<file path="src/rtl/alsc_pkg.sv">
`timescale 1ns / 1ps

package alsc_pkg;

    localparam int PC_W      = 4;
    localparam int CFG_IDX_W = 3;
    localparam int CFG_DAT_W = 24;
    localparam int DIV_W     = 39;    // 15-bit change magnitude shifted left by 24
    localparam int CNT_W     = 6;

    localparam logic [CNT_W-1:0] DIV_STEPS = CNT_W'(DIV_W);

    // Register indexes of the configuration port
    localparam logic [CFG_IDX_W-1:0] REG_TARGET_RATE   = 3'd0;
    localparam logic [CFG_IDX_W-1:0] REG_RATE_TOL      = 3'd1;
    localparam logic [CFG_IDX_W-1:0] REG_UPDATE_PERIOD = 3'd2;
    localparam logic [CFG_IDX_W-1:0] REG_FALLBACK_GAIN = 3'd3;
    localparam logic [CFG_IDX_W-1:0] REG_MAX_CHANGE    = 3'd4;

    localparam logic [7:0]  TARGET_RATE_RST   = 8'd60;
    localparam logic [7:0]  RATE_TOL_RST      = 8'd5;
    localparam logic [23:0] UPDATE_PERIOD_RST = 24'd500000;
    localparam logic [15:0] FALLBACK_GAIN_RST = 16'd256;
    localparam logic [14:0] MAX_CHANGE_RST    = 15'd100;

    localparam logic [24:0] ELAPSED_MAX = 25'h1FFFFFF;
    localparam logic [31:0] GAIN_TINY   = 32'd7;     // below 0.0001 in Q16.16
    localparam logic [31:0] GAIN_SUBST  = 32'd655;   // 0.01 in Q16.16

    typedef enum logic [3:0] {
        OP_LOAD,
        OP_ACCUM,
        OP_NOP,
        OP_CLR_TIME,
        OP_DIV_INIT,
        OP_DIV_STEP,
        OP_DIV_END,
        OP_MUL,
        OP_CLAMP,
        OP_ZERO,
        OP_PUSH
    } op_t;

    typedef enum logic [3:0] {
        CS_NEVER,
        CS_ALWAYS,
        CS_NO_ITEM,
        CS_NOT_DUE,
        CS_NO_PENDING,
        CS_SMALL_DIP,
        CS_COUNT_LEFT,
        CS_IN_BAND,
        CS_OUT_BUSY
    } cond_t;

    typedef struct packed {
        op_t             op;
        cond_t           cond;
        logic [PC_W-1:0] target;
    } ctrl_t;

    // Program addresses
    localparam logic [PC_W-1:0] PC_WAIT  = 4'd0;
    localparam logic [PC_W-1:0] PC_ACCUM = 4'd1;
    localparam logic [PC_W-1:0] PC_DUE   = 4'd2;
    localparam logic [PC_W-1:0] PC_CLR   = 4'd3;
    localparam logic [PC_W-1:0] PC_DINIT = 4'd4;
    localparam logic [PC_W-1:0] PC_DSTEP = 4'd5;
    localparam logic [PC_W-1:0] PC_DEND  = 4'd6;
    localparam logic [PC_W-1:0] PC_BAND  = 4'd7;
    localparam logic [PC_W-1:0] PC_MUL   = 4'd8;
    localparam logic [PC_W-1:0] PC_CLAMP = 4'd9;
    localparam logic [PC_W-1:0] PC_ZERO  = 4'd10;
    localparam logic [PC_W-1:0] PC_PUSH  = 4'd11;
    localparam logic [PC_W-1:0] PC_LAST  = PC_PUSH;

    // Control store. The jump is taken when the condition holds, else the
    // step counter advances, wrapping after the last word.
    function automatic ctrl_t ucode(input logic [PC_W-1:0] addr);
        ctrl_t w;
        w = '{op: OP_NOP, cond: CS_ALWAYS, target: PC_WAIT};
        unique case (addr)
            PC_WAIT:  w = '{op: OP_LOAD,     cond: CS_NO_ITEM,    target: PC_WAIT};
            PC_ACCUM: w = '{op: OP_ACCUM,    cond: CS_NEVER,      target: PC_WAIT};
            PC_DUE:   w = '{op: OP_NOP,      cond: CS_NOT_DUE,    target: PC_ZERO};
            PC_CLR:   w = '{op: OP_CLR_TIME, cond: CS_NO_PENDING, target: PC_BAND};
            PC_DINIT: w = '{op: OP_DIV_INIT, cond: CS_SMALL_DIP,  target: PC_BAND};
            PC_DSTEP: w = '{op: OP_DIV_STEP, cond: CS_COUNT_LEFT, target: PC_DSTEP};
            PC_DEND:  w = '{op: OP_DIV_END,  cond: CS_NEVER,      target: PC_WAIT};
            PC_BAND:  w = '{op: OP_NOP,      cond: CS_IN_BAND,    target: PC_ZERO};
            PC_MUL:   w = '{op: OP_MUL,      cond: CS_NEVER,      target: PC_WAIT};
            PC_CLAMP: w = '{op: OP_CLAMP,    cond: CS_ALWAYS,     target: PC_PUSH};
            PC_ZERO:  w = '{op: OP_ZERO,     cond: CS_NEVER,      target: PC_WAIT};
            PC_PUSH:  w = '{op: OP_PUSH,     cond: CS_OUT_BUSY,   target: PC_PUSH};
            default:  w = '{op: OP_NOP,      cond: CS_ALWAYS,     target: PC_WAIT};
        endcase
        return w;
    endfunction

endpackage

</file>
<file path="src/rtl/adaptive_load_step_controller.sv">
`timescale 1ns / 1ps

// Adaptive load step controller. Each transfer on the s_ channel carries one
// frame rate sample (unsigned Q8.8) and the frame time in microseconds; each
// produces exactly one signed load_change on the m_ channel, zero unless an
// update period has elapsed and the running rate average lies outside the
// band target - tolerance .. target + 2 * tolerance. A small microcoded
// sequencer runs every item through one shared datapath: an item with no
// decision due skips the decision steps, and only a gain re-estimation
// runs the one-bit-per-cycle restoring divider (39 quotient bits). The
// next item is taken as soon as the previous result sits in the output
// register.
// Configuration writes on the cfg_ channel are always accepted and must be
// issued only while the block is idle.
module adaptive_load_step_controller
    import alsc_pkg::*;
(
    input  logic                 aclk,
    input  logic                 aresetn,

    input  logic                 s_valid,
    output logic                 s_ready,
    input  logic [15:0]          s_frame_rate,
    input  logic [19:0]          s_frame_time_us,

    output logic                 m_valid,
    input  logic                 m_ready,
    output logic signed [15:0]   m_load_change,

    input  logic                 cfg_valid,
    output logic                 cfg_ready,
    input  logic [CFG_IDX_W-1:0] cfg_index,
    input  logic [CFG_DAT_W-1:0] cfg_data
);

    // Configuration
    logic [7:0]  target_rate_reg;
    logic [7:0]  rate_tol_reg;
    logic [23:0] update_period_reg;
    logic [15:0] fallback_gain_reg;
    logic [14:0] max_change_reg;

    // Sequencer
    logic [PC_W-1:0] pc_reg, pc_next;
    ctrl_t           ctrl;
    logic            cond_hit;

    // Datapath registers
    logic [15:0]        rate_in_reg, rate_in_next;
    logic [19:0]        time_in_reg, time_in_next;
    logic [15:0]        avg_rate_reg, avg_rate_next;
    logic [24:0]        elapsed_reg, elapsed_next;
    logic               change_pending_reg, change_pending_next;
    logic [15:0]        rate_before_reg, rate_before_next;
    logic [31:0]        gain_reg, gain_next;
    logic signed [15:0] last_change_reg, last_change_next;
    logic [15:0]        divisor_reg, divisor_next;
    logic [15:0]        rem_reg, rem_next;
    logic [DIV_W-1:0]   quo_reg, quo_next;
    logic [CNT_W-1:0]   count_reg, count_next;
    logic [47:0]        product_reg, product_next;
    logic               neg_reg, neg_next;
    logic signed [15:0] result_reg, result_next;
    logic               m_valid_reg, m_valid_next;
    logic signed [15:0] m_change_reg, m_change_next;

    // Datapath logic
    logic        accept_in;
    logic        out_free;
    logic [16:0] avg_sum;
    logic [25:0] elapsed_sum;
    logic        due;
    logic [16:0] dip;
    logic [16:0] dip_abs;
    logic [15:0] dip_mag;
    logic        small_dip;
    logic [15:0] lc_abs;
    logic [14:0] lc_mag;
    logic [16:0] trial;
    logic        fits;
    logic [16:0] trial_sub;
    logic [31:0] quo_sat;
    logic [18:0] band_lo;
    logic [18:0] band_hi;
    logic [18:0] avg_ext;
    logic        in_band;
    logic [16:0] dev;
    logic [16:0] dev_abs;
    logic [15:0] dev_mag;
    logic [31:0] gain_eff;
    logic [23:0] step_raw;
    logic [14:0] step_mag;
    logic [15:0] change;

    assign ctrl      = ucode(pc_reg);
    assign s_ready   = (ctrl.op == OP_LOAD);
    assign accept_in = s_valid && s_ready;
    assign out_free  = !m_valid_reg || m_ready;
    assign cfg_ready = 1'b1;
    assign m_valid       = m_valid_reg;
    assign m_load_change = m_change_reg;

    always_comb begin
        avg_sum     = {1'b0, avg_rate_reg} + {1'b0, rate_in_reg};
        elapsed_sum = {1'b0, elapsed_reg} + {6'd0, time_in_reg};
        due         = elapsed_reg > {1'b0, update_period_reg};

        dip       = {1'b0, rate_before_reg} - {1'b0, avg_rate_reg};
        dip_abs   = dip[16] ? (17'd0 - dip) : dip;
        dip_mag   = dip_abs[15:0];
        small_dip = dip_mag < fallback_gain_reg;

        lc_abs = last_change_reg[15] ? (16'd0 - last_change_reg) : last_change_reg;
        lc_mag = lc_abs[14:0];

        // A zero divisor always fits, so the quotient fills with ones and
        // saturates below.
        trial     = {rem_reg, quo_reg[DIV_W-1]};
        fits      = trial >= {1'b0, divisor_reg};
        trial_sub = trial - {1'b0, divisor_reg};
        quo_sat   = (quo_reg[DIV_W-1:32] != '0) ? 32'hFFFF_FFFF : quo_reg[31:0];

        band_lo = ({11'd0, target_rate_reg} - {11'd0, rate_tol_reg}) << 8;
        band_hi = ({11'd0, target_rate_reg} + {10'd0, rate_tol_reg, 1'b0}) << 8;
        avg_ext = {3'd0, avg_rate_reg};
        in_band = !(($signed(avg_ext) < $signed(band_lo)) ||
                    ($signed(avg_ext) > $signed(band_hi)));

        dev      = {1'b0, avg_rate_reg} - {1'b0, target_rate_reg, 8'd0};
        dev_abs  = dev[16] ? (17'd0 - dev) : dev;
        dev_mag  = dev_abs[15:0];
        gain_eff = (gain_reg < GAIN_TINY) ? GAIN_SUBST : gain_reg;

        step_raw = product_reg[47:24];
        step_mag = (step_raw > {9'd0, max_change_reg}) ? max_change_reg : step_raw[14:0];
        change   = neg_reg ? (16'd0 - {1'b0, step_mag}) : {1'b0, step_mag};
    end

    always_comb begin
        case (ctrl.cond)
            CS_NEVER:      cond_hit = 1'b0;
            CS_ALWAYS:     cond_hit = 1'b1;
            CS_NO_ITEM:    cond_hit = !s_valid;
            CS_NOT_DUE:    cond_hit = !due;
            CS_NO_PENDING: cond_hit = !change_pending_reg;
            CS_SMALL_DIP:  cond_hit = small_dip;
            CS_COUNT_LEFT: cond_hit = (count_reg != CNT_W'(1));
            CS_IN_BAND:    cond_hit = in_band;
            CS_OUT_BUSY:   cond_hit = !out_free;
            default:       cond_hit = 1'b0;
        endcase
        if (cond_hit) begin
            pc_next = ctrl.target;
        end else if (pc_reg == PC_LAST) begin
            pc_next = PC_WAIT;
        end else begin
            pc_next = pc_reg + PC_W'(1);
        end
    end

    always_comb begin
        rate_in_next        = rate_in_reg;
        time_in_next        = time_in_reg;
        avg_rate_next       = avg_rate_reg;
        elapsed_next        = elapsed_reg;
        change_pending_next = change_pending_reg;
        rate_before_next    = rate_before_reg;
        gain_next           = gain_reg;
        last_change_next    = last_change_reg;
        divisor_next        = divisor_reg;
        rem_next            = rem_reg;
        quo_next            = quo_reg;
        count_next          = count_reg;
        product_next        = product_reg;
        neg_next            = neg_reg;
        result_next         = result_reg;
        m_change_next       = m_change_reg;
        m_valid_next        = m_valid_reg && !m_ready;

        unique case (ctrl.op)
            OP_LOAD: begin
                if (accept_in) begin
                    rate_in_next = s_frame_rate;
                    time_in_next = s_frame_time_us;
                end
            end
            OP_ACCUM: begin
                avg_rate_next = avg_sum[16:1];
                elapsed_next  = elapsed_sum[25] ? ELAPSED_MAX : elapsed_sum[24:0];
            end
            OP_NOP: begin
            end
            OP_CLR_TIME: begin
                elapsed_next = '0;
            end
            OP_DIV_INIT: begin
                if (small_dip) begin
                    gain_next           = {8'd0, fallback_gain_reg, 8'd0};
                    change_pending_next = 1'b0;
                end else begin
                    divisor_next = dip_mag;
                    rem_next     = '0;
                    quo_next     = {lc_mag, 24'd0};
                    count_next   = DIV_STEPS;
                end
            end
            OP_DIV_STEP: begin
                quo_next   = {quo_reg[DIV_W-2:0], fits};
                rem_next   = fits ? trial_sub[15:0] : trial[15:0];
                count_next = count_reg - CNT_W'(1);
            end
            OP_DIV_END: begin
                gain_next           = quo_sat;
                change_pending_next = 1'b0;
            end
            OP_MUL: begin
                product_next = gain_eff * {16'd0, dev_mag};
                neg_next     = dev[16];
            end
            OP_CLAMP: begin
                last_change_next    = change;
                result_next         = change;
                rate_before_next    = avg_rate_reg;
                change_pending_next = 1'b1;
            end
            OP_ZERO: begin
                result_next = '0;
            end
            OP_PUSH: begin
                if (out_free) begin
                    m_change_next = result_reg;
                    m_valid_next  = 1'b1;
                end
            end
            default: begin
            end
        endcase
    end

    always_ff @(posedge aclk) begin
        if (!aresetn) begin
            target_rate_reg   <= TARGET_RATE_RST;
            rate_tol_reg      <= RATE_TOL_RST;
            update_period_reg <= UPDATE_PERIOD_RST;
            fallback_gain_reg <= FALLBACK_GAIN_RST;
            max_change_reg    <= MAX_CHANGE_RST;
        end else if (cfg_valid && cfg_ready) begin
            case (cfg_index)
                REG_TARGET_RATE:   target_rate_reg   <= cfg_data[7:0];
                REG_RATE_TOL:      rate_tol_reg      <= cfg_data[7:0];
                REG_UPDATE_PERIOD: update_period_reg <= cfg_data[23:0];
                REG_FALLBACK_GAIN: fallback_gain_reg <= cfg_data[15:0];
                REG_MAX_CHANGE:    max_change_reg    <= cfg_data[14:0];
                default: begin
                end
            endcase
        end
    end

    always_ff @(posedge aclk) begin
        if (!aresetn) begin
            pc_reg             <= PC_WAIT;
            m_valid_reg        <= 1'b0;
            avg_rate_reg       <= '0;
            elapsed_reg        <= '0;
            change_pending_reg <= 1'b0;
            rate_before_reg    <= '0;
            gain_reg           <= '0;
            last_change_reg    <= '0;
            count_reg          <= '0;
        end else begin
            pc_reg             <= pc_next;
            m_valid_reg        <= m_valid_next;
            avg_rate_reg       <= avg_rate_next;
            elapsed_reg        <= elapsed_next;
            change_pending_reg <= change_pending_next;
            rate_before_reg    <= rate_before_next;
            gain_reg           <= gain_next;
            last_change_reg    <= last_change_next;
            count_reg          <= count_next;
        end
    end

    always_ff @(posedge aclk) begin
        rate_in_reg  <= rate_in_next;
        time_in_reg  <= time_in_next;
        divisor_reg  <= divisor_next;
        rem_reg      <= rem_next;
        quo_reg      <= quo_next;
        product_reg  <= product_next;
        neg_reg      <= neg_next;
        result_reg   <= result_next;
        m_change_reg <= m_change_next;
    end

    // The step counter never leaves the program.
    a_pc_range: assert property (@(posedge aclk) disable iff (!aresetn)
        pc_reg <= PC_LAST)
        else $error("sequencer left the control store");

    // The divider never runs with an exhausted bit count.
    a_div_count: assert property (@(posedge aclk) disable iff (!aresetn)
        (ctrl.op == OP_DIV_STEP) |-> (count_reg != '0))
        else $error("divider step with zero count");

    // An accepted item always starts the accumulate step next.
    a_accept_next: assert property (@(posedge aclk) disable iff (!aresetn)
        accept_in |=> (pc_reg == PC_ACCUM))
        else $error("accepted item not processed");

    // A recorded change never exceeds the configured limit.
    a_change_limit: assert property (@(posedge aclk) disable iff (!aresetn)
        $past(ctrl.op == OP_CLAMP) |-> ({1'b0, lc_mag} <= {1'b0, max_change_reg}))
        else $error("recorded change above limit");

    // A change becomes pending only through the clamp step.
    a_pending_src: assert property (@(posedge aclk) disable iff (!aresetn)
        $rose(change_pending_reg) |-> $past(ctrl.op == OP_CLAMP))
        else $error("pending flag set outside clamp step");

endmodule

</file>
<file path="config.mk">
export PLATFORM = sky130hd
export DESIGN_NAME = adaptive_load_step_controller
export DESIGN_NICKNAME = d
export VERILOG_FILES = /design/src/rtl/alsc_pkg.sv /design/src/rtl/adaptive_load_step_controller.sv
export SDC_FILE = /design/constraint.sdc
export NUM_CORES = 2
export LEC_CHECK = 0
export BUFFER_PORTS_ARGS = -buffer_cell sky130_fd_sc_hd__buf_2
export CORE_MARGIN = 2
export CORE_UTILIZATION = 55
export DETAILED_ROUTE_END_ITERATION = 8
export PLACE_DENSITY = 0.69
export SYNTH_ARGS = -nofsm -noshare
export SYNTH_HDL_FRONTEND = slang
export SYNTH_SLANG_ARGS = --single-unit
</file>
<file path="constraint.sdc">
create_clock -name aclk -period 14.55 [get_ports aclk]
set_input_delay 1.455 -clock aclk [delete_from_list [all_inputs] [get_ports aclk]]
set_output_delay 1.455 -clock aclk [all_outputs]
set_load 0.05 [all_outputs]
</file>
Yosys cells after proc, flatten, opt, wreduce, memory -nomap -nowiden
Memories as Yosys holds them, arrays and structs flattened. A register that Yosys moved wholly into a read port is not among the register bits. Index checks and enable logic that the tools add are counted. W data, S select, Z words.

Add/subtract/negate cells: 13. Multiply operators: 1. Div/mod/pow operators: 0. Order comparisons: 7. Eq/ne operators: 25. Shift-type cells: 0. Muxes and demuxes: 27. Bitwise gates (word level): 1. Reduce and logical (&&, ||, !) cells: 30.

Operator list (number): $mux W32 (3); $mux W16 (5); $pmux W39 S2 (1); $pmux W16 S2 (2); $pmux W32 S2 (1); $pmux W25 S2 (1); $mul A32 B16 Y48 (1); $mux W39 (1); $sub A16 B16 Y17 (2); $eq A4 B3 Y1 const B (8); $lt A32 B3 Y1 const B (1); $sub A1 B16 Y16 const A (2); $mux W15 (2); $add A25 B20 Y26 (1); $gt A25 B24 Y1 (1); $mux W25 (1); $gt A24 B15 Y1 (1); $reduce_and A2 Y1 (11); $eq A4 B4 Y1 const B (5); $gt A16 B18 Y1 (1); $add A16 B16 Y17 (1); $ge A17 B16 Y1 (1); $lt A17 B17 Y1 (1); $lt A16 B16 Y1 (1); 29 further kinds (49).

Register bits: 376. Bits in latches: 0. Memory bits (writable): 0. ROM bits: 192. Bits of input ports: 68. Output and inout port bits: 19. Logic and storage cells: 128. Memories: 1.

Memory list: (no name shown) (words 16, width 12, rd ports 1, clocked after memory_dff 1, wr ports 0, RTL line alsc_pkg.sv:82) `unique case (addr)`.

Depth between registers and ports, before layout
Word-level depth: 7. Gate-level depth with buffers: 36. Depth with buffers taken out: 34.

Worst setup path after synthesis
Ideal clock, no wire load.

Path type: register to register. Start point: register avg_rate_reg[8]. End point: register product_reg[47] (data pin). Library setup time: 0.260 ns. Arrival: 8.255 ns. Data required time: 14.290 ns. Slack: 6.035 ns. Cell stages (with the launch flop): 37. Path buffers: 2. Period minus slack after synthesis: 8.515 ns. Cells stage by stage: dfxtp_1 inv_1 ha_1 inv_1 fa_1 nand2_1 nand2_1 a21oi_1 xnor2_1 or3b_2 o31ai_1 xnor2_1 xnor2_1 clkbuf_1 and2_1 fa_1 inv_1 fa_1 fa_1 inv_1 fa_1 fa_1 inv_1 fa_1 inv_1 ha_1 clkbuf_1 nand4_1 nor4_1 nand3_1 inv_1 nand3_2 a2111oi_2 o221ai_1 a21oi_2 a21oi_1 xnor2_1.

Longest elaborated chain between the ends: 4.

Ends and longest elaborated chain: start, declared (RTL line adaptive_load_step_controller.sv:51) `logic [15:0] avg_rate_reg, avg_rate_next;`; start signal, assigned (RTL line adaptive_load_step_controller.sv:274) `avg_rate_reg <= avg_rate_next;`; $sub A16 B16 Y17 (*) (RTL line adaptive_load_step_controller.sv:129) `dev = {1'b0, avg_rate_reg} - {1'b0, target_rate_reg, 8'd0};`; $sub A1 B16 Y16 (RTL line adaptive_load_step_controller.sv:130) `dev_abs = dev[16] ? (17'd0 - dev) : dev;`; $mux W16 (*) (RTL line adaptive_load_step_controller.sv:130); $mul A32 B16 Y48 (*) (RTL line adaptive_load_step_controller.sv:217) `product_next = gain_eff * {16'd0, dev_mag};`; end signal, assigned (RTL line adaptive_load_step_controller.sv:290) `product_reg <= product_next;`; end, declared (RTL line adaptive_load_step_controller.sv:61) `logic [47:0] product_reg, product_next;`.

Every way passes the cells marked *; elsewhere a longest branch is shown, timed or not. A chain may end at the register's enable or synchronous reset.

Worst setup path in the final report
Start point: register target_rate_reg[1]. End point: register product_reg[47] (data pin).

Longest elaborated chain between the ends: 4.

Ends and longest elaborated chain: start, declared (RTL line adaptive_load_step_controller.sv:37) `logic [7:0] target_rate_reg;`; start signal, assigned (RTL line adaptive_load_step_controller.sv:249) `REG_TARGET_RATE: target_rate_reg <= cfg_data[7:0];`; $sub A16 B16 Y17 (*) (RTL line adaptive_load_step_controller.sv:129); $sub A1 B16 Y16 (RTL line adaptive_load_step_controller.sv:130); $mux W16 (*) (RTL line adaptive_load_step_controller.sv:130); $mul A32 B16 Y48 (*) (RTL line adaptive_load_step_controller.sv:217).

Marks and branches as above.

==> summary.md <==
For the placeable core region, the log shows 65,500 µm². For the worst-skew pair, the clock arrives at the later sink with an insertion delay of 0.56 ns. The Yosys step of the flow raised 0 warnings. Summed over all failing endpoints, the final setup total negative slack is 0 ns. The wire length of the first global-routing pass is 155,000 µm, and the final setup violation count is 0. The routed via count is 27,800, and the total grt overflow is 0. Max-cap violations in this run came to 0. Counting flops and latches in the post-synthesis netlist gives 364. STA classifies the critical path endpoint as a register. Before antenna repair, the detailed router went through 6 iterations. The floorplan step defined a die boundary enclosing 67,900 µm². Dividing the detail-routed via count by the number of cells gives 5.66.

The effective utilization at floorplan came out at 55.3%. Subtracting the final worst setup slack from the clock period gives 9.52 ns. The maximum buffer depth of the clock tree is 3, and the post-cts repair resize count is 0. Synthesis-to-finish area growth: 7.00%. For this run, the slowest stage of the critical path takes 0.85 ns.

The filler cells instantiated in the layout total 5,772. The number of global-route vias before repair was 28,000; the maximum operating frequency was 105 MHz. At the pin with the least slew margin, the transition time is 1.23 ns.

Setup repair after global routing left no endpoint under its margin. The detailed-route wire length per cell is 19.7 µm. Once the clock tree was built, the setup fixing pass inserted 0 buffers. In this run the worst path has a maximum fanout of 28. For the placed wire-length estimate after detailed placement, the log shows 72,000 µm. On the critical path, the stage with the largest delay is an instance of o41ai_1.

The final count of pins violating max slew is 0, and the clock sink total is 364. Of the available clock period, the critical path in the final layout requires 65.4%. On the final layout, the worst clock skew is 0.0283 ns. The number of remaining DRC errors is 0, and the number of enable flip-flop cells after synthesis is 164. Detailed routing placed a total of 5620 µm of wire on met3.

The clock slew at the register clock pins of the worst setup and hold paths is 0.06 ns, and the synthesized instance count is 4,037. Leaving out fill and tap cells, the most frequent cell in the layout is nand2_1. The worst hold path belongs to the class register to register. The flow ran to the end, and the final reports show no timing, DRC or antenna violations. For the worst setup path, the data arrival time is 9.80 ns.

TritonCTS built the clock tree. Clock tree synthesis inserted a total of 38 buffers. The repair_antennas step left the layout with diodes totalling 0. The final weighted congestion of routability-driven global placement came out at 0.906. When the netlist entered floorplanning its net count stood at 4,816. The remaining max-slew budget at the tightest pin is 18.2%. The number of design-rule violations left by the first detailed-router iteration is 1,996. Counting flops with an async set or reset pin after synthesis yields a share of 0%. The share of the Yosys chip area taken by registers is 24.7%. The worst setup path is launched from a register. The type of the worst setup path is register to register.

After synthesis, the mean cell area works out to 8.97 µm². The number of primary I/O pins came out at 87. The total routing resource utilization after global routing is 29.3%, and the fraction of layout cells with a size suffix above 1 is 6.29%.

The logs give 0 for the count of final hold-check violations and 14.83 ns for the required time of the worst setup path. The cell area that synthesis handed to floorplanning was 36,200 µm². The remaining antenna violation count after routing was 0. The synthesized netlist contains 90 unique library cells.

The library cells used most frequently in the layout, excluding fill and tap cells, are nand2_1 (683), inv_1 (605), fa_1 (424). The net count of the finished layout is 4,806. Uppermost layer routed: met4. The port buffer count works out to 85.

The most used flip-flop cell after synthesis is dfxtp_1. The die boundary height works out to 261 µm. The number of flip-flops under the largest register name was 39; the site row count was 94. Detailed routing placed a total of 44,600 µm of wire on met2. The cell sitting at the root of the clock tree is a clkbuf_16. The detailed router put a total of 44,000 µm of wire on met1. In this run, post-CTS hold repair placed 0 buffers. The floorplan step set the die width to 261 µm. The run gives 1 as the number of antenna violations at the first check in global routing. After detailed routing, the total wire length is 96,800 µm.

Entering global routing, the biggest net connects 68 pins. The H-tree generated during clock tree synthesis spans 2 levels.
==> path summary, 6_finish.rpt <==
kind | from | to | slack [ns] | depth (start not counted)
max | target_rate_reg[1]$_SDFFE_PN0P_ | product_reg[47]$_DFFE_PN_ | 5.03 | 32
min | result_reg[11]$_SDFFCE_PP0P_ | m_load_change[11]$_DFFE_PP_ | 0.42 | 0
max reg2reg | target_rate_reg[1]$_SDFFE_PN0P_ | product_reg[47]$_DFFE_PN_ | 5.03 | 32
min reg2reg | result_reg[11]$_SDFFCE_PP0P_ | m_load_change[11]$_DFFE_PP_ | 0.42 | 0
==> cells in the mapped netlist, drive strengths merged (4+ instances only) <==
| library cell | number | area share, % |
|---|---|---|
| clkbuf | 171 | 1.8 |
| fa | 424 | 23 |
| buf | 15 | 0.22 |
| o21a | 20 | 0.41 |
| a21boi | 110 | 2.3 |
| o21ai | 127 | 1.8 |
| o31ai | 15 | 0.31 |
| or2 | 12 | 0.21 |
| nand4b | 5 | 0.12 |
| nor2 | 155 | 1.6 |
| and4 | 5 | 0.12 |
| edfxtp | 164 | 14 |
| xnor2 | 97 | 2.3 |
| nand2 | 684 | 7.1 |
| or3 | 16 | 0.28 |
| mux2 | 6 | 0.21 |
| inv | 606 | 6.3 |
| and3 | 13 | 0.22 |
| a2111oi | 7 | 0.26 |
| a211o | 4 | 0.097 |
| o221ai | 4 | 0.11 |
| nor2b | 46 | 0.79 |
| nor3b | 4 | 0.083 |
| dfxtp | 200 | 11 |
| a311oi | 5 | 0.12 |
| nand3 | 51 | 0.72 |
| nor4 | 19 | 0.33 |
| ha | 287 | 9.9 |
| o21bai | 9 | 0.19 |
| nor3 | 61 | 0.86 |
| o211a | 6 | 0.17 |
| a211oi | 33 | 0.70 |
| mux2i | 26 | 0.72 |
| o41ai | 4 | 0.097 |
| o211ai | 34 | 0.76 |
| a31oi | 16 | 0.28 |
| o22ai | 5 | 0.086 |
| a41oi | 6 | 0.15 |
| and2 | 203 | 3.5 |
| nand4 | 28 | 0.48 |
| a21o | 47 | 0.97 |
| nand2b | 28 | 0.48 |
| a21oi | 150 | 2.1 |
| xor2 | 59 | 1.4 |
==> worst max-delay path: cells and delay by family, from the launching register on <==
| kind | cells | cell delay, ns |
|---|---|---|
| buf+inv | 7 | 0.83 |
| xor+xnor | 3 | 0.48 |
| fa+ha+maj | 8 | 3.73 |
| compound gates | 9 | 2.55 |
| simple gates | 5 | 1.20 |
| flops | 1 | 0.42 |
==> logic make-up (layout without fill, tap and decap cells) <==
group           count (synthesis)  in the layout  synth area share [%]
fa+ha+maj                     711            711                  33.4
simple gates                 1345           1345                  17.3
flops                         364            364                  24.7
other cells                     1              1                0.0104
compound gates                635            635                  11.7
mux                            32             32                 0.926
xor+xnor                      157            157                  3.83
buf+inv                       792            810                  8.28
==> metal layers <==
metal  track usage [%]  vias up
li1                  -    13000
met1              41.7    13800
met2              47.4      853
met3              3.71      153
met4              7.62        0
met5                 0        -
==> cell type report <==
cell class	count	area [µm²]	area share (%)
repair buffers	136	811	2.09
clock buffers	58	1120	2.88
multi-input cells	2881	24400	63.1
clock inverters	10	97.6	0.252
flip-flops and latches	364	8930	23.0
well taps	864	1080	2.79
inverters	606	2270	5.87
==> metrics by stage <==
stage / util, % / setup slack (ns) / cells / hold slack [ns] / instance area [µm²]
2_1_floorplan: - / 6.04 / 4037 / 0.400 / 36200
3_3_place_gp: 57.3 / 5.31 / 4851 / 0.406 / 37500
5_1_grt: 59.2 / 4.39 / 4919 / 0.433 / 38800
6_report: 59.2 / 5.03 / 4919 / 0.418 / 38800
4_1_cts: 59.2 / 5.04 / 4919 / 0.420 / 38800
3_5_place_dp: 57.3 / 5.12 / 4851 / 0.406 / 37500
Power is left out: the tool's default activity adds up to more than one toggle a clock period on the data nets, which glitch-free logic cannot reach.
